--- config.mk ---
export PLATFORM = sky130hd
export DESIGN_NAME = dle_stx_frame_encoder_core
export DESIGN_NICKNAME = d
export VERILOG_FILES = /design/src/rtl/dsfe_pkg.sv /design/src/rtl/dle_stx_frame_encoder_core.sv /design/src/rtl/dsfe_front.sv /design/src/rtl/dsfe_queue.sv /design/src/rtl/dsfe_back.sv
export VERILOG_INCLUDE_DIRS = /design/src /design/src/rtl
export SDC_FILE = /design/constraint.sdc
export NUM_CORES = 1
export LEC_CHECK = 0
export BUFFER_PORTS_ARGS = -buffer_cell sky130_fd_sc_hd__buf_4
export CORE_MARGIN = 5
export CORE_UTILIZATION = 25
export DETAILED_ROUTE_END_ITERATION = 8
export SYNTH_ARGS = -nofsm -noshare
export SYNTH_HDL_FRONTEND = slang
export SYNTH_SLANG_ARGS = --single-unit
export TNS_END_PERCENT = 20
--- constraint.sdc ---
create_clock -name clk -period 6.4 [get_ports clk]
set_clock_uncertainty 0.1 [all_clocks]
set_input_delay 0.32 -clock clk [delete_from_list [all_inputs] [get_ports clk]]
set_output_delay 0.32 -clock clk [all_outputs]
set_load 0.05 [all_outputs]
--- src/rtl/dle_stx_frame_encoder_core_macros.svh ---
// ----------------------------------------------------------------------------
// Assertion macros for the DLE/STX frame encoder
// Clocked concurrent checks with a synchronous reset disable.
// ----------------------------------------------------------------------------
`ifndef DLE_STX_FRAME_ENCODER_CORE_MACROS_SVH
`define DLE_STX_FRAME_ENCODER_CORE_MACROS_SVH

// Consequent must hold in the same cycle as the antecedent.
`define DSFE_ASSERT_SAME(label, clk, rst, ante, cons) \
  label: assert property (@(posedge clk) disable iff (rst) (ante) |-> (cons)) \
    else $error("dsfe assertion failed (same cycle)");

// Consequent must hold in the cycle after the antecedent.
`define DSFE_ASSERT_NEXT(label, clk, rst, ante, cons) \
  label: assert property (@(posedge clk) disable iff (rst) (ante) |=> (cons)) \
    else $error("dsfe assertion failed (next cycle)");

`endif

--- src/rtl/dsfe_pkg.sv ---
// ----------------------------------------------------------------------------
// dsfe_pkg
// Shared types and line constants of the DLE/STX frame encoder.
// ----------------------------------------------------------------------------
`timescale 1ns / 1ps

package dsfe_pkg;

  localparam logic [7:0] DLE_BYTE  = 8'h10;
  localparam logic [7:0] STX_BYTE  = 8'h02;
  localparam logic [7:0] ETX_BYTE  = 8'h03;
  localparam logic [7:0] DELIM_SUM = 8'h25;

  typedef struct packed {
    logic [7:0] payload_byte;
    logic       frame_first;
    logic       frame_last;
  } in_item_t;

  typedef struct packed {
    logic [7:0] line_byte;
    logic       run_end;
  } out_item_t;

  // One classified byte, as handed from the front to the back.
  typedef struct packed {
    logic [7:0] payload_byte;
    logic       first;
    logic       last;
    logic       is_dle;
    logic [7:0] checksum;
  } cmd_t;

  typedef struct packed {
    logic full;
    logic empty;
  } q_stat_t;

endpackage

--- src/rtl/dle_stx_frame_encoder_core.sv ---
// Each accepted input is queued, loaded into the current-byte register and then
// its line bytes enter the output register one per cycle while out_stall is low;
// an input yields 1 to 7 line bytes (escape, opening and closing delimiters,
// checksum), set by the back sequencer. Inputs are taken every cycle while the
// QUEUE_DEPTH-entry queue has room. Reset (rst, synchronous): empties the queue,
// drops any byte in flight and clears the running checksum.
// ----------------------------------------------------------------------------
// dle_stx_frame_encoder_core
// DLE/STX/ETX byte-stuffing framer with checksum, front/queue/back structure.
// ----------------------------------------------------------------------------
`timescale 1ns / 1ps

module dle_stx_frame_encoder_core #(
  parameter int QUEUE_DEPTH = 4
) (
  input  logic                clk,
  input  logic                rst,
  input  logic                in_valid,
  output logic                in_stall,
  input  dsfe_pkg::in_item_t  in_item,
  output logic                out_valid,
  input  logic                out_stall,
  output dsfe_pkg::out_item_t out_item
);
  import dsfe_pkg::*;

  logic    push;
  logic    pop;
  cmd_t    push_cmd;
  cmd_t    pop_cmd;
  q_stat_t q_stat;

  dsfe_front u_front (
    .clk      (clk),
    .rst      (rst),
    .in_valid (in_valid),
    .in_stall (in_stall),
    .in_item  (in_item),
    .q_stat   (q_stat),
    .push     (push),
    .push_cmd (push_cmd)
  );

  dsfe_queue #(
    .QUEUE_DEPTH (QUEUE_DEPTH)
  ) u_queue (
    .clk      (clk),
    .rst      (rst),
    .push     (push),
    .push_cmd (push_cmd),
    .pop      (pop),
    .pop_cmd  (pop_cmd),
    .q_stat   (q_stat)
  );

  dsfe_back u_back (
    .clk       (clk),
    .rst       (rst),
    .q_stat    (q_stat),
    .pop_cmd   (pop_cmd),
    .pop       (pop),
    .out_valid (out_valid),
    .out_stall (out_stall),
    .out_item  (out_item)
  );

endmodule

--- src/rtl/dsfe_front.sv ---
// ----------------------------------------------------------------------------
// dsfe_front
// Accepts input bytes, flags escapes and keeps the running checksum.
// ----------------------------------------------------------------------------
`timescale 1ns / 1ps

module dsfe_front (
  input  logic              clk,
  input  logic              rst,
  input  logic              in_valid,
  output logic              in_stall,
  input  dsfe_pkg::in_item_t in_item,
  input  dsfe_pkg::q_stat_t q_stat,
  output logic              push,
  output dsfe_pkg::cmd_t    push_cmd
);
  import dsfe_pkg::*;

  logic [7:0] running_sum;
  logic [7:0] running_sum_next;
  logic [7:0] sum_base;
  logic [7:0] sum_data;
  logic       is_dle;

  assign in_stall = q_stat.full;
  assign push     = in_valid && !q_stat.full;
  assign is_dle   = (in_item.payload_byte == DLE_BYTE);

  always_comb begin
    sum_base = in_item.frame_first ? 8'h00 : running_sum;
    sum_data = sum_base + in_item.payload_byte + (is_dle ? DLE_BYTE : 8'h00);
    running_sum_next = in_item.frame_last ? 8'h00 : sum_data;
    push_cmd.payload_byte = in_item.payload_byte;
    push_cmd.first        = in_item.frame_first;
    push_cmd.last         = in_item.frame_last;
    push_cmd.is_dle       = is_dle;
    push_cmd.checksum     = sum_data + DELIM_SUM;
  end

  always_ff @(posedge clk) begin
    if (rst) begin
      running_sum <= 8'h00;
    end else if (push) begin
      running_sum <= running_sum_next;
    end
  end

endmodule

--- src/rtl/dsfe_queue.sv ---
// ----------------------------------------------------------------------------
// dsfe_queue
// Small FIFO of classified bytes between the front and the back.
// ----------------------------------------------------------------------------
`timescale 1ns / 1ps
`include "dle_stx_frame_encoder_core_macros.svh"

module dsfe_queue #(
  parameter int QUEUE_DEPTH = 4
) (
  input  logic              clk,
  input  logic              rst,
  input  logic              push,
  input  dsfe_pkg::cmd_t    push_cmd,
  input  logic              pop,
  output dsfe_pkg::cmd_t    pop_cmd,
  output dsfe_pkg::q_stat_t q_stat
);
  import dsfe_pkg::*;

  localparam int PTR_W = (QUEUE_DEPTH > 1) ? $clog2(QUEUE_DEPTH) : 1;
  localparam int CNT_W = $clog2(QUEUE_DEPTH + 1);
  localparam logic [PTR_W-1:0] LAST_PTR = PTR_W'(QUEUE_DEPTH - 1);
  localparam logic [CNT_W-1:0] FULL_CNT = CNT_W'(QUEUE_DEPTH);

  cmd_t             entries [QUEUE_DEPTH];
  logic [PTR_W-1:0] wr_ptr;
  logic [PTR_W-1:0] rd_ptr;
  logic [CNT_W-1:0] count;

  assign q_stat.full  = (count == FULL_CNT);
  assign q_stat.empty = (count == '0);
  assign pop_cmd      = entries[rd_ptr];

  always_ff @(posedge clk) begin
    if (push) begin
      entries[wr_ptr] <= push_cmd;
    end
  end

  always_ff @(posedge clk) begin
    if (rst) begin
      wr_ptr <= '0;
      rd_ptr <= '0;
      count  <= '0;
    end else begin
      if (push) begin
        wr_ptr <= (wr_ptr == LAST_PTR) ? '0 : wr_ptr + 1'b1;
      end
      if (pop) begin
        rd_ptr <= (rd_ptr == LAST_PTR) ? '0 : rd_ptr + 1'b1;
      end
      case ({push, pop})
        2'b10:   count <= count + 1'b1;
        2'b01:   count <= count - 1'b1;
        default: count <= count;
      endcase
    end
  end

  `DSFE_ASSERT_SAME(a_no_push_full, clk, rst, q_stat.full, !push)
  `DSFE_ASSERT_SAME(a_no_pop_empty, clk, rst, pop, !q_stat.empty)
  `DSFE_ASSERT_NEXT(a_count_bump, clk, rst, push && !pop, count == $past(count) + 1'b1)

endmodule

--- src/rtl/dsfe_back.sv ---
// ----------------------------------------------------------------------------
// dsfe_back
// Sequences the line bytes of each classified byte into the output register.
// ----------------------------------------------------------------------------
`timescale 1ns / 1ps
`include "dle_stx_frame_encoder_core_macros.svh"

module dsfe_back (
  input  logic               clk,
  input  logic               rst,
  input  dsfe_pkg::q_stat_t  q_stat,
  input  dsfe_pkg::cmd_t     pop_cmd,
  output logic               pop,
  output logic               out_valid,
  input  logic               out_stall,
  output dsfe_pkg::out_item_t out_item
);
  import dsfe_pkg::*;

  typedef enum logic [2:0] {
    PH_OPEN_DLE,
    PH_OPEN_STX,
    PH_STUFF,
    PH_DATA,
    PH_CLOSE_DLE,
    PH_CLOSE_ETX,
    PH_CHECK
  } phase_t;

  cmd_t       cur;
  logic       cur_valid;
  phase_t     phase;
  phase_t     phase_next;
  phase_t     start_phase;
  logic       emit;
  logic       final_byte;
  logic [7:0] byte_sel;

  always_comb begin
    emit       = (!out_valid || !out_stall) && cur_valid;
    final_byte = (phase == PH_CHECK) || ((phase == PH_DATA) && !cur.last);
    pop        = !q_stat.empty && (!cur_valid || (emit && final_byte));

    if (pop_cmd.first) begin
      start_phase = PH_OPEN_DLE;
    end else if (pop_cmd.is_dle) begin
      start_phase = PH_STUFF;
    end else begin
      start_phase = PH_DATA;
    end

    case (phase)
      PH_OPEN_DLE: begin
        byte_sel   = DLE_BYTE;
        phase_next = PH_OPEN_STX;
      end
      PH_OPEN_STX: begin
        byte_sel   = STX_BYTE;
        phase_next = cur.is_dle ? PH_STUFF : PH_DATA;
      end
      PH_STUFF: begin
        byte_sel   = DLE_BYTE;
        phase_next = PH_DATA;
      end
      PH_DATA: begin
        byte_sel   = cur.payload_byte;
        phase_next = PH_CLOSE_DLE;
      end
      PH_CLOSE_DLE: begin
        byte_sel   = DLE_BYTE;
        phase_next = PH_CLOSE_ETX;
      end
      PH_CLOSE_ETX: begin
        byte_sel   = ETX_BYTE;
        phase_next = PH_CHECK;
      end
      PH_CHECK: begin
        byte_sel   = cur.checksum;
        phase_next = PH_CHECK;
      end
      default: begin
        byte_sel   = cur.payload_byte;
        phase_next = PH_DATA;
      end
    endcase
  end

  always_ff @(posedge clk) begin
    if (rst) begin
      out_valid <= 1'b0;
      cur_valid <= 1'b0;
      phase     <= PH_DATA;
    end else begin
      // Load the output register when a byte is current and the register is free or being drained.
      if (emit) begin
        out_valid         <= 1'b1;
        out_item.line_byte <= byte_sel;
        out_item.run_end   <= final_byte;
      end else if (!out_stall) begin
        out_valid <= 1'b0;
      end

      if (pop) begin
        cur       <= pop_cmd;
        cur_valid <= 1'b1;
        phase     <= start_phase;
      end else if (emit) begin
        if (final_byte) begin
          cur_valid <= 1'b0;
        end else begin
          phase <= phase_next;
        end
      end
    end
  end

  `DSFE_ASSERT_NEXT(a_run_continues, clk, rst, out_valid && !out_stall && !out_item.run_end,
                    out_valid)
  `DSFE_ASSERT_SAME(a_check_needs_last, clk, rst, cur_valid && phase == PH_CHECK, cur.last)
  `DSFE_ASSERT_SAME(a_stuff_needs_dle, clk, rst, cur_valid && phase == PH_STUFF, cur.is_dle)

endmodule
# [Word level (Yosys, flattened, before mapping)]
# Memories as Yosys holds them, arrays and structs flattened. A register that Yosys moved wholly into a read port is not among the register bits.
# Cells that the tools add are included.
[totals] ff_bits=47 ram_bits=76 inputBits=14 mem_count=1
[mem_list] memory="u_queue.entries" words=4 width=19 rd=1 rd_ports_with_merged_regs=1 wr=1 line_no="dsfe_queue.sv:26" text="cmd_t entries [QUEUE_DEPTH];"
[op_classes] addsub=7 eq_ne=14 n_mux=23 n_bitwise=1 n_reduce_logical=25
[ops] cell="8-bit one-hot mux with 4 select lines" n=1
[ops] cell="8-bit adder" n=2
[ops] cell="8-bit 2-to-1 mux" n=2
[ops] cell="3-bit one-hot mux with 5 select lines" n=1
[ops] cell="3-bit == test, second input constant" n=4
[ops] cell="3-bit 2-to-1 mux" n=4
[ops] cell="1-bit 2-to-1 mux" n=9
[ops] cell="8-bit by 6-bit adder with 8-bit output, second input constant" n=1
[ops] cell="8-bit by 5-bit == test with 1-bit output, second input constant" n=1
[ops] cell="2-bit 2-to-1 mux" n=4
[ops] cell="2-bit AND reduction" n=4
[ops] cell="2-bit == test, second input constant" n=3
[ops] cell="3-bit by 2-bit == test with 1-bit output, second input constant" n=2
[ops] cell="1-bit zero test" n=6
[ops] cell="3-bit zero test" n=2
[ops] cell="3-bit one-hot mux with 2 select lines" n=1
[ops] cell="2-bit nonzero test" n=3
[ops] cell="1-bit logical AND" n=5
[ops] cell="5-bit 2-to-1 mux" n=1
[ops] cell="2-bit by 1-bit adder with 2-bit output, second input constant" n=2
[ops] cell="3-bit by 1-bit adder with 3-bit output, second input constant" n=1
[ops] cell="3-bit by 1-bit == test with 1-bit output, second input constant" n=1
[ops] cell="1-bit logical OR" n=3
[ops] cell="3-bit OR reduction" n=1
[ops] cell="6 further kinds" n=6

# [Logic depth before layout (Yosys ltp)]
# Gate-level depths: netlist (run 1).
[depth] word_depth=8 ltp_mapped=11

# [By module]
# From an unflattened synthesis (run 1), not the netlist that was laid out.
[unflattened] cells_unflattened=354 hier_area_um2=5515.3
[by_module_without_submodules] mod="dsfe_queue" n_inst=1 cells_per_inst=147 area_per_inst_um2=3233.1
[by_module_without_submodules] mod="dsfe_back" n_inst=1 cells_per_inst=89 area_per_inst_um2=1295.0
[by_module_without_submodules] mod="dsfe_front" n_inst=1 cells_per_inst=118 area_per_inst_um2=987.2

# [Least setup slack after synthesis (run 1)]
# Ideal clock, no wire load.
[synth_timing] path_kind="reg-to-reg" startpoint="register u_queue.count[0]" endpoint="register u_queue.count[2]" setup_ns=0.070 t_arrival_ns=3.165 t_required_ns=6.230 setup_slack_ns=3.065 stages_incl_launch_ff=10 n_path_buf=1 period_less_slack_ns=3.335 cell_sequence="dfxtp_1 -> nor3b_1 -> nand2b_1 -> buf_2 -> ha_1 -> inv_1 -> fa_1 -> xor2_1 -> or3_1 -> a21oi_1"
[synth_via] elab_chain_cells=5
[synth_lines] element="start, declared" line_no="dsfe_queue.sv:29" text="logic [CNT_W-1:0] count;"
[synth_lines] element="start signal, assigned" line_no="dsfe_queue.sv:54" text="2'b10: count <= count + 1'b1;"
[synth_lines] element="start signal, assigned" line_no="dsfe_queue.sv:55" text="2'b01: count <= count - 1'b1;"
[synth_lines] element="start signal, assigned" line_no="dsfe_queue.sv:56" text="default: count <= count;"
[synth_lines] element="3-bit == test (*)" line_no="dsfe_queue.sv:31" text="assign q_stat.full = (count == FULL_CNT);"
[synth_lines] element="net in_stall" line_no="dle_stx_frame_encoder_core.sv:19" text="output logic in_stall,"
[synth_lines] element="1-bit zero test (*)" line_no="dsfe_front.sv:26" text="assign push = in_valid && !q_stat.full;"
[synth_lines] element="1-bit logical AND (*)" line_no="dsfe_front.sv:26"
[synth_lines] element="2-bit by 1-bit == test with 1-bit output or 2-bit == test (tied branches)" line_no="dsfe_queue.sv:53" text="case ({push, pop})"
[synth_lines] element="3-bit one-hot mux with 2 select lines or 2-bit nonzero test (tied branches)"
# Mark *: on every way through the listed nets, which the timed path passes. The rest lies on a longest branch.
# A chain may end at the register's enable or synchronous reset.

# [Worst setup path in the final report (run 1)]
[layout_timing] startpoint="register u_queue.count[2]" endpoint="register u_queue.count[2]"
[layout_via] elab_chain_cells=5
[layout_lines] element="3-bit == test or 3-bit zero test (tied branches)" line_no="dsfe_queue.sv:31, dsfe_queue.sv:32"
[layout_lines] element="1-bit zero test, on equally long branches" line_no="dsfe_front.sv:26, dsfe_back.sv:42"
[layout_lines] element="1-bit logical AND, on equally long branches" line_no="dsfe_front.sv:26, dsfe_back.sv:42"
[layout_lines] element="2-bit by 1-bit == test with 1-bit output or 2-bit == test (tied branches)" line_no="dsfe_queue.sv:53"
[layout_lines] element="3-bit one-hot mux with 2 select lines or 2-bit nonzero test (tied branches)"
# Parallel ways exist; a longest one is shown, timed or not.

==> results of run 1 <==
==> sequential cells by signal (all words and copies together), names as in the netlist, named ones only <==
| name | count |
|---|---|
| u_queue.rd_ptr | 2 |
| u_front.running_sum | 8 |
| u_back.out_item | 9 |
| u_queue.wr_ptr | 2 |
| u_back.phase | 3 |
| u_queue.entries | 76 |
| u_back.cur_valid | 1 |
| u_back.cur | 18 |
| u_back.out_valid | 1 |
| u_queue.count | 3 |
==> cells by family (layout without fill, tap and decap cells) <==
| logic type | Yosys count | count (layout) |
|---|---|---|
| flops | 125 | 125 |
| mux | 23 | 23 |
| xor+xnor | 14 | 14 |
| compound gates | 46 | 46 |
| fa+ha+maj | 22 | 22 |
| buf+inv | 33 | 81 |
| simple gates | 85 | 85 |
==> per-layer routing <==
metal / up-vias / wire length, µm
li1: 1380 / -
met1: 1462 / 4830
met2: 66 / 5020
met3: 7 / 556
met4: 0 / 109
met5: - / 0
==> worst paths after layout <==
path / endpoint / slack, ns / depth (start not counted)
worst max register to register: u_queue.count[2] / 3.27 / 8
worst min-delay path: u_queue.entries[3][15] / 0.03 / 1
worst min register to register: u_front.running_sum[3] / 0.37 / 2
worst max-delay path: u_queue.count[2] / 3.27 / 8
==> placed cells by master, fill, tap and decap left out, types with 9 or more instances in the layout <==
cell type | netlist | routed
mux4_2 | 19 | 19
xnor2_1 | 9 | 9
nor2_1 | 28 | 28
ha_1 | 19 | 19
buf_4 | 2 | 29
a21oi_1 | 13 | 13
nor2b_1 | 12 | 12
dfxtp_1 | 22 | 22
clkbuf_16 | 0 | 17
inv_1 | 20 | 20
nand2_1 | 11 | 11
edfxtp_1 | 103 | 103
==> where the power goes <==
| group | switching, mW | internal [mW] |
|---|---|---|
| sequential | 0.0913 | 1.06 |
| combinational | 0.330 | 0.247 |
| clock | 0.342 | 0.651 |
| total | 0.763 | 1.96 |
==> final cells by class <==
| class | count | share of cell area [%] |
|---|---|---|
| well taps | 275 | 5.31 |
| flip-flops and latches | 125 | 54.6 |
| clock buffers | 18 | 6.63 |
| multi-input cells | 190 | 26.0 |
| inverters | 20 | 1.16 |
| clock inverters | 14 | 2.96 |
| repair buffers | 29 | 3.36 |
==> flow_metrics.env, run 1 <==
export IMPL_clk_latency_ns=0.41
export IMPL_met2_usage_pct=14.1
export IMPL_ys_seq_area_share_pct=65.5
export IMPL_holdBufCountCts=0
export IMPL_drtPass1Iterations=4
export IMPL_setup_viol=0
export IMPL_syn_num_nets=384
export IMPL_min_from="in_item[6]"
export IMPL_cts_buffer_depth=2
export IMPL_cts_sinks=125
export IMPL_hold_viol=0
export IMPL_pre_cts_ws_ns=3.19
export IMPL_irDropWorstVdd_v=0.000198
export IMPL_path_max_fanout=22
export IMPL_placedCellCount=639
export IMPL_ys_ff_latch=125
export IMPL_crit_path_start="u_queue.count[2]"
export IMPL_fin_ws_ns=3.27
export IMPL_pwr_density_cell_nw_per_um2=421
export IMPL_relSlewSlack_pct=31.6
export IMPL_rows=53
export IMPL_nFillCells=2069
export IMPL_whs_ns=0.0312
export IMPL_synth_top_cell_area_share_pct=57.3
export IMPL_synth_top_cells_by_count="edfxtp_1 (103), nor2_1 (28), dfxtp_1 (22), inv_1 (20)"
export IMPL_cp_cell_sequence="nor3b_1 > nand2b_1 > ha_1 > inv_1 > fa_1 > xor2_1 > or3_1 > a21oi_1"
export IMPL_yosys_area_top_type="edfxtp_1"
export IMPL_root_buffer="clkbuf_16"
export IMPL_report_final_slew_viol_count=0
export IMPL_cp_end_kind="flop"
export IMPL_finalCoreUtilization_pct=30.6
export IMPL_coreArea_um2=21200
export IMPL_fin_area_um2=6480
export IMPL_wl_per_cell_um=15.7
export IMPL_cts_clk_slew_worst_paths_ns=0.05
export IMPL_wl_um=10500
export IMPL_antenna_found_initial=0
export IMPL_grt_pass1_wl_um=16700
export IMPL_fin_crit_sh_pct=49.0
export IMPL_critical_path_max_stage_delay_ns=0.84
export IMPL_worst_path_buf_inv=1
export IMPL_stdcell_count=671
export IMPL_fin_setup_tns_ns=0
export IMPL_leakage_nw=2.24
export IMPL_rsz0062_at_grt="false"
export IMPL_maxCapViolCount=0
export IMPL_synth_xor_area_share_pct=2.27
export IMPL_vias_per_cell=4.34
export IMPL_tightest_slew_ns=1.03
export IMPL_start_util_pct=25.5
export IMPL_first_global_vias=3063
export IMPL_synth_ff_type="edfxtp_1"
export IMPL_seq_area_um2=3530
export IMPL_p_total_mw=2.73
export IMPL_ys_top_cells_by_area="edfxtp_1 (57%), dfxtp_1 (8.2%), mux4_2 (7.9%)"
export IMPL_synth_distinct_cells=55
export IMPL_grt_max_degree=23
export IMPL_syn2layout_area_growth_pct=20.1
export IMPL_grt_overflow=0
export IMPL_place_port_buffers=24
export IMPL_synth_edf_count=103
export IMPL_worstHoldPathType="in2reg"
export IMPL_critPathArrivalTime_ns=3.36
export IMPL_period_needed_ns=3.13
export IMPL_synth_area_um2=5390
export IMPL_yosysMostFrequentCell="edfxtp_1"
export IMPL_die_area_um2=24600
export IMPL_ant_nets=0
export IMPL_met3_usage_pct=2.82
export IMPL_track_usage_pct=9.07
export IMPL_synthMuxAreaShare_pct=8.70
export IMPL_drc=0
export IMPL_crit_slowest_cell="nand2b_1"
export IMPL_synth_simple_area_share_pct=8.72
export IMPL_synthCells=348
export IMPL_yosysWarnings=0
export IMPL_critPathTopFamily="simple AND/OR/NAND/NOR gates"
export IMPL_use_met1_pct=11.9
export IMPL_die_x_um=157
export IMPL_async_flop_share_pct=0
export IMPL_numCtsBuffers=17
export IMPL_nets=419
export IMPL_worstReg2RegStart="u_queue.count[2]"
export IMPL_synth_top_family_by_area="simple AND/OR/NAND/NOR gates"
export IMPL_num_antenna_cells=0
export IMPL_io_pins=25
export IMPL_synth_avg_cell_area_um2=15.5
export IMPL_synth_compound_area_share_pct=6.03
export IMPL_hpwl_um=7000
export IMPL_cp_start_kind="flop"
export IMPL_post_cts_resized=0
export IMPL_place_gp_congestion=0.842
export IMPL_cp_required_ns=6.63
export IMPL_placed_area_um2=5860
export IMPL_die_h_um=157
export IMPL_criticalPathCategory="reg2reg"
export IMPL_top_usage_layer="met2"
export IMPL_drtIter0Drc=252
export IMPL_htreeDepth=4
export IMPL_layout_drive_gt1_share_pct=23.0
export IMPL_multi_input_area_um2=1690
export IMPL_synth_fa_ha_area_share_pct=5.52
export IMPL_num_vias=2915
export IMPL_postCtsSetupBuffers=0
export IMPL_status="complete, no violations"
export IMPL_clock_fmax_ghz=0.319
export IMPL_cts_tree="done"
Power figures use the tool's default switching activity.
==> run 2: changes to the inputs <==
==> constraint.sdc (replaced) <==
create_clock -name clk -period 2.8 [get_ports clk]
set_clock_uncertainty 0.1 [all_clocks]
set_input_delay 0.14 -clock clk [delete_from_list [all_inputs] [get_ports clk]]
set_output_delay 0.14 -clock clk [all_outputs]
set_load 0.05 [all_outputs]
==> run 2 against run 1 <==
Compared with the run above:
- via count is 2.8% higher
- largest power group unchanged
- first-iteration DRC count decreased by 37%
- critical path type is now in2reg
- die area unchanged
- non-clock buffer count rose by 36
- register-to-register slack worse by 3.1 ns
- largest cell class unchanged
==> flow_metrics.env, run 2 (same netlist as run 1, synthesis figures left out) <==
export IMPL_status="complete, no violations"
export IMPL_critical_path_max_stage_delay_ns=0.54
export IMPL_rsz0062_at_grt="false"
export IMPL_largest_reg_flops=76
export IMPL_grt_max_degree=22
export IMPL_worstHoldPathType="in2reg"
export IMPL_postCtsSetupBuffers=0
export IMPL_io_pins=25
export IMPL_relSlewSlack_pct=65.8
export IMPL_report_final_slew_viol_count=0
export IMPL_cts_clk_slew_worst_paths_ns=0.05
export IMPL_first_global_vias=3259
export IMPL_layout_commonest_cell="edfxtp_1"
export IMPL_place_gp_congestion=0.714
export IMPL_leakage_nw=2.42
export IMPL_wl_per_cell_um=14.1
export IMPL_tightest_slew_ns=0.509
export IMPL_root_buffer="clkbuf_16"
export IMPL_place_port_buffers=24
export IMPL_regMostFlops="u_queue.entries"
export IMPL_nets=455
export IMPL_clock_fmax_ghz=0.373
export IMPL_reg_top3="u_queue.entries (76), u_back.cur (18), u_back.out_item (9)"
export IMPL_numCtsBuffers=17
export IMPL_die_h_um=157
export IMPL_maxUsedRoutingLayer="met4"
export IMPL_clk_latency_ns=0.41
export IMPL_period_needed_ns=2.68
export IMPL_antenna_found_initial=0
export IMPL_nFillCells=2017
export IMPL_drtPass1Iterations=4
export IMPL_vias_per_cell=4.24
export IMPL_cts_sinks=125
export IMPL_cts_tree="done"
export IMPL_grt_pass1_wl_um=16700
export IMPL_cp_end_kind="flop"
export IMPL_crit_slowest_cell="dlygate4sd3_1"
export IMPL_hpwl_um=7080
export IMPL_worst_path_buf_inv=3
export IMPL_track_usage_pct=8.89
export IMPL_cts_buffer_depth=2
export IMPL_wl_met3_um=431
export IMPL_pwr_density_cell_nw_per_um2=912
export IMPL_syn2layout_area_growth_pct=25.6
export IMPL_cp_cell_sequence="buf_4 > dlygate4sd3_1 > buf_4 > ha_1 > ha_1 > a211oi_4 > nor2_2 > nor2_1 > a31oi_1 > xnor2_1"
export IMPL_wl_met2_um=4990
export IMPL_htreeDepth=4
export IMPL_maxCapViolCount=0
export IMPL_hold_viol=0
export IMPL_coreArea_um2=21200
export IMPL_start_util_pct=25.5
export IMPL_critPathArrivalTime_ns=2.78
export IMPL_rows=53
export IMPL_grt_overflow=0
export IMPL_cp_start_kind="primary input"
export IMPL_pre_cts_ws_ns=-0.226
export IMPL_cp_required_ns=2.90
export IMPL_wl_met1_um=4420
export IMPL_drtIter0Drc=158
export IMPL_num_vias=2998
export IMPL_die_area_um2=24600
export IMPL_layout_drive_gt1_share_pct=27.3
export IMPL_final_cell_mix="edfxtp_1 (103), buf_4 (54), nor2_1 (28), dfxtp_1 (22), inv_1 (20)"
export IMPL_finalCoreUtilization_pct=32.0
export IMPL_setup_viol=0
export IMPL_irDropWorstVdd_v=0.000525
export IMPL_criticalPathCategory="in2reg"
export IMPL_critPathTopFamily="buffers and inverters"
export IMPL_wl_um=9970
export IMPL_fin_crit_sh_pct=95.8
export IMPL_path_max_fanout=5
export IMPL_drc=0
export IMPL_ant_nets=0
export IMPL_die_x_um=157
export IMPL_p_total_mw=6.18
export IMPL_fin_ws_ns=0.117
export IMPL_num_antenna_cells=0
## run 2: cell count changes in the layout (fill, tap and decap cells not counted), sizes merged
| cell | previous run | this run |
|---|---|---|
| clkinvlp | 4 | 2 |
| clkbuf | 18 | 19 |
| inv | 22 | 20 |
| bufinv | 4 | 3 |
| buf | 29 | 54 |
| clkinv | 4 | 8 |
| dlygate4sd3 | 0 | 11 |
## run 2: metrics by stage
stage,cells,hold slack (ns),cell area (µm²),setup TNS (ns)
final,707,0.0450,6780,0
after global routing,707,0.0570,6780,0
after CTS,707,0.0279,6750,0
after detailed placement,664,0.262,6050,-2.00
after global placement,664,0.253,6050,-1.27
after floorplan,348,0.139,5410,0
## run 2: area by class of cell
type / instances / area, µm² / area share, %
clock buffer: 19 / 433 / 6.39
clock inverter: 13 / 149 / 2.20
inverter: 20 / 75.1 / 1.11
multi-input combinational: 190 / 1730 / 25.5
sequential: 125 / 3530 / 52.2
tap: 275 / 344 / 5.08
timing repair buffer: 65 / 515 / 7.61
## run 2: worst paths after layout
path / start / end / slack (ns) / cells past startpoint
setup / recovery: in_item[4] / u_queue.entries[0][6] / 0.12 / 10
hold / removal: out_stall / u_back.out_valid / 0.05 / 4
setup reg to reg: u_front.running_sum[1] / u_queue.entries[2][5] / 0.19 / 10
hold reg to reg: u_front.running_sum[3] / u_front.running_sum[3] / 0.38 / 2
## run 2: report_power, final
part           internal (mW)  switching (mW)  total, mW  leakage, nW
logic                  0.652           0.834       1.49         1.01
clock network           1.38           0.740       2.12        0.279
registers               2.43           0.133       2.57         1.13
## run 2: tightest hold or removal path, delay by kind of cell
kind	cells	cell delay (ns)
buffers and inverters	1	0.08
AND/OR/NAND/NOR	3	0.29
## run 2: routing by layer
metal	vias to the layer above	track usage, %
li1	1450	-
met1	1485	10.9
met3	9	2.96
met4	0	3.26
met5	-	0
met2	54	14.6
## run 2: timing repair
action,in CTS,in global routing
gates cloned,0,0
pin swaps,0,1
hold buffers,11,0
resized for setup,1,4
endpoints found under the setup margin,4,13
endpoints found under the hold margin,52,0
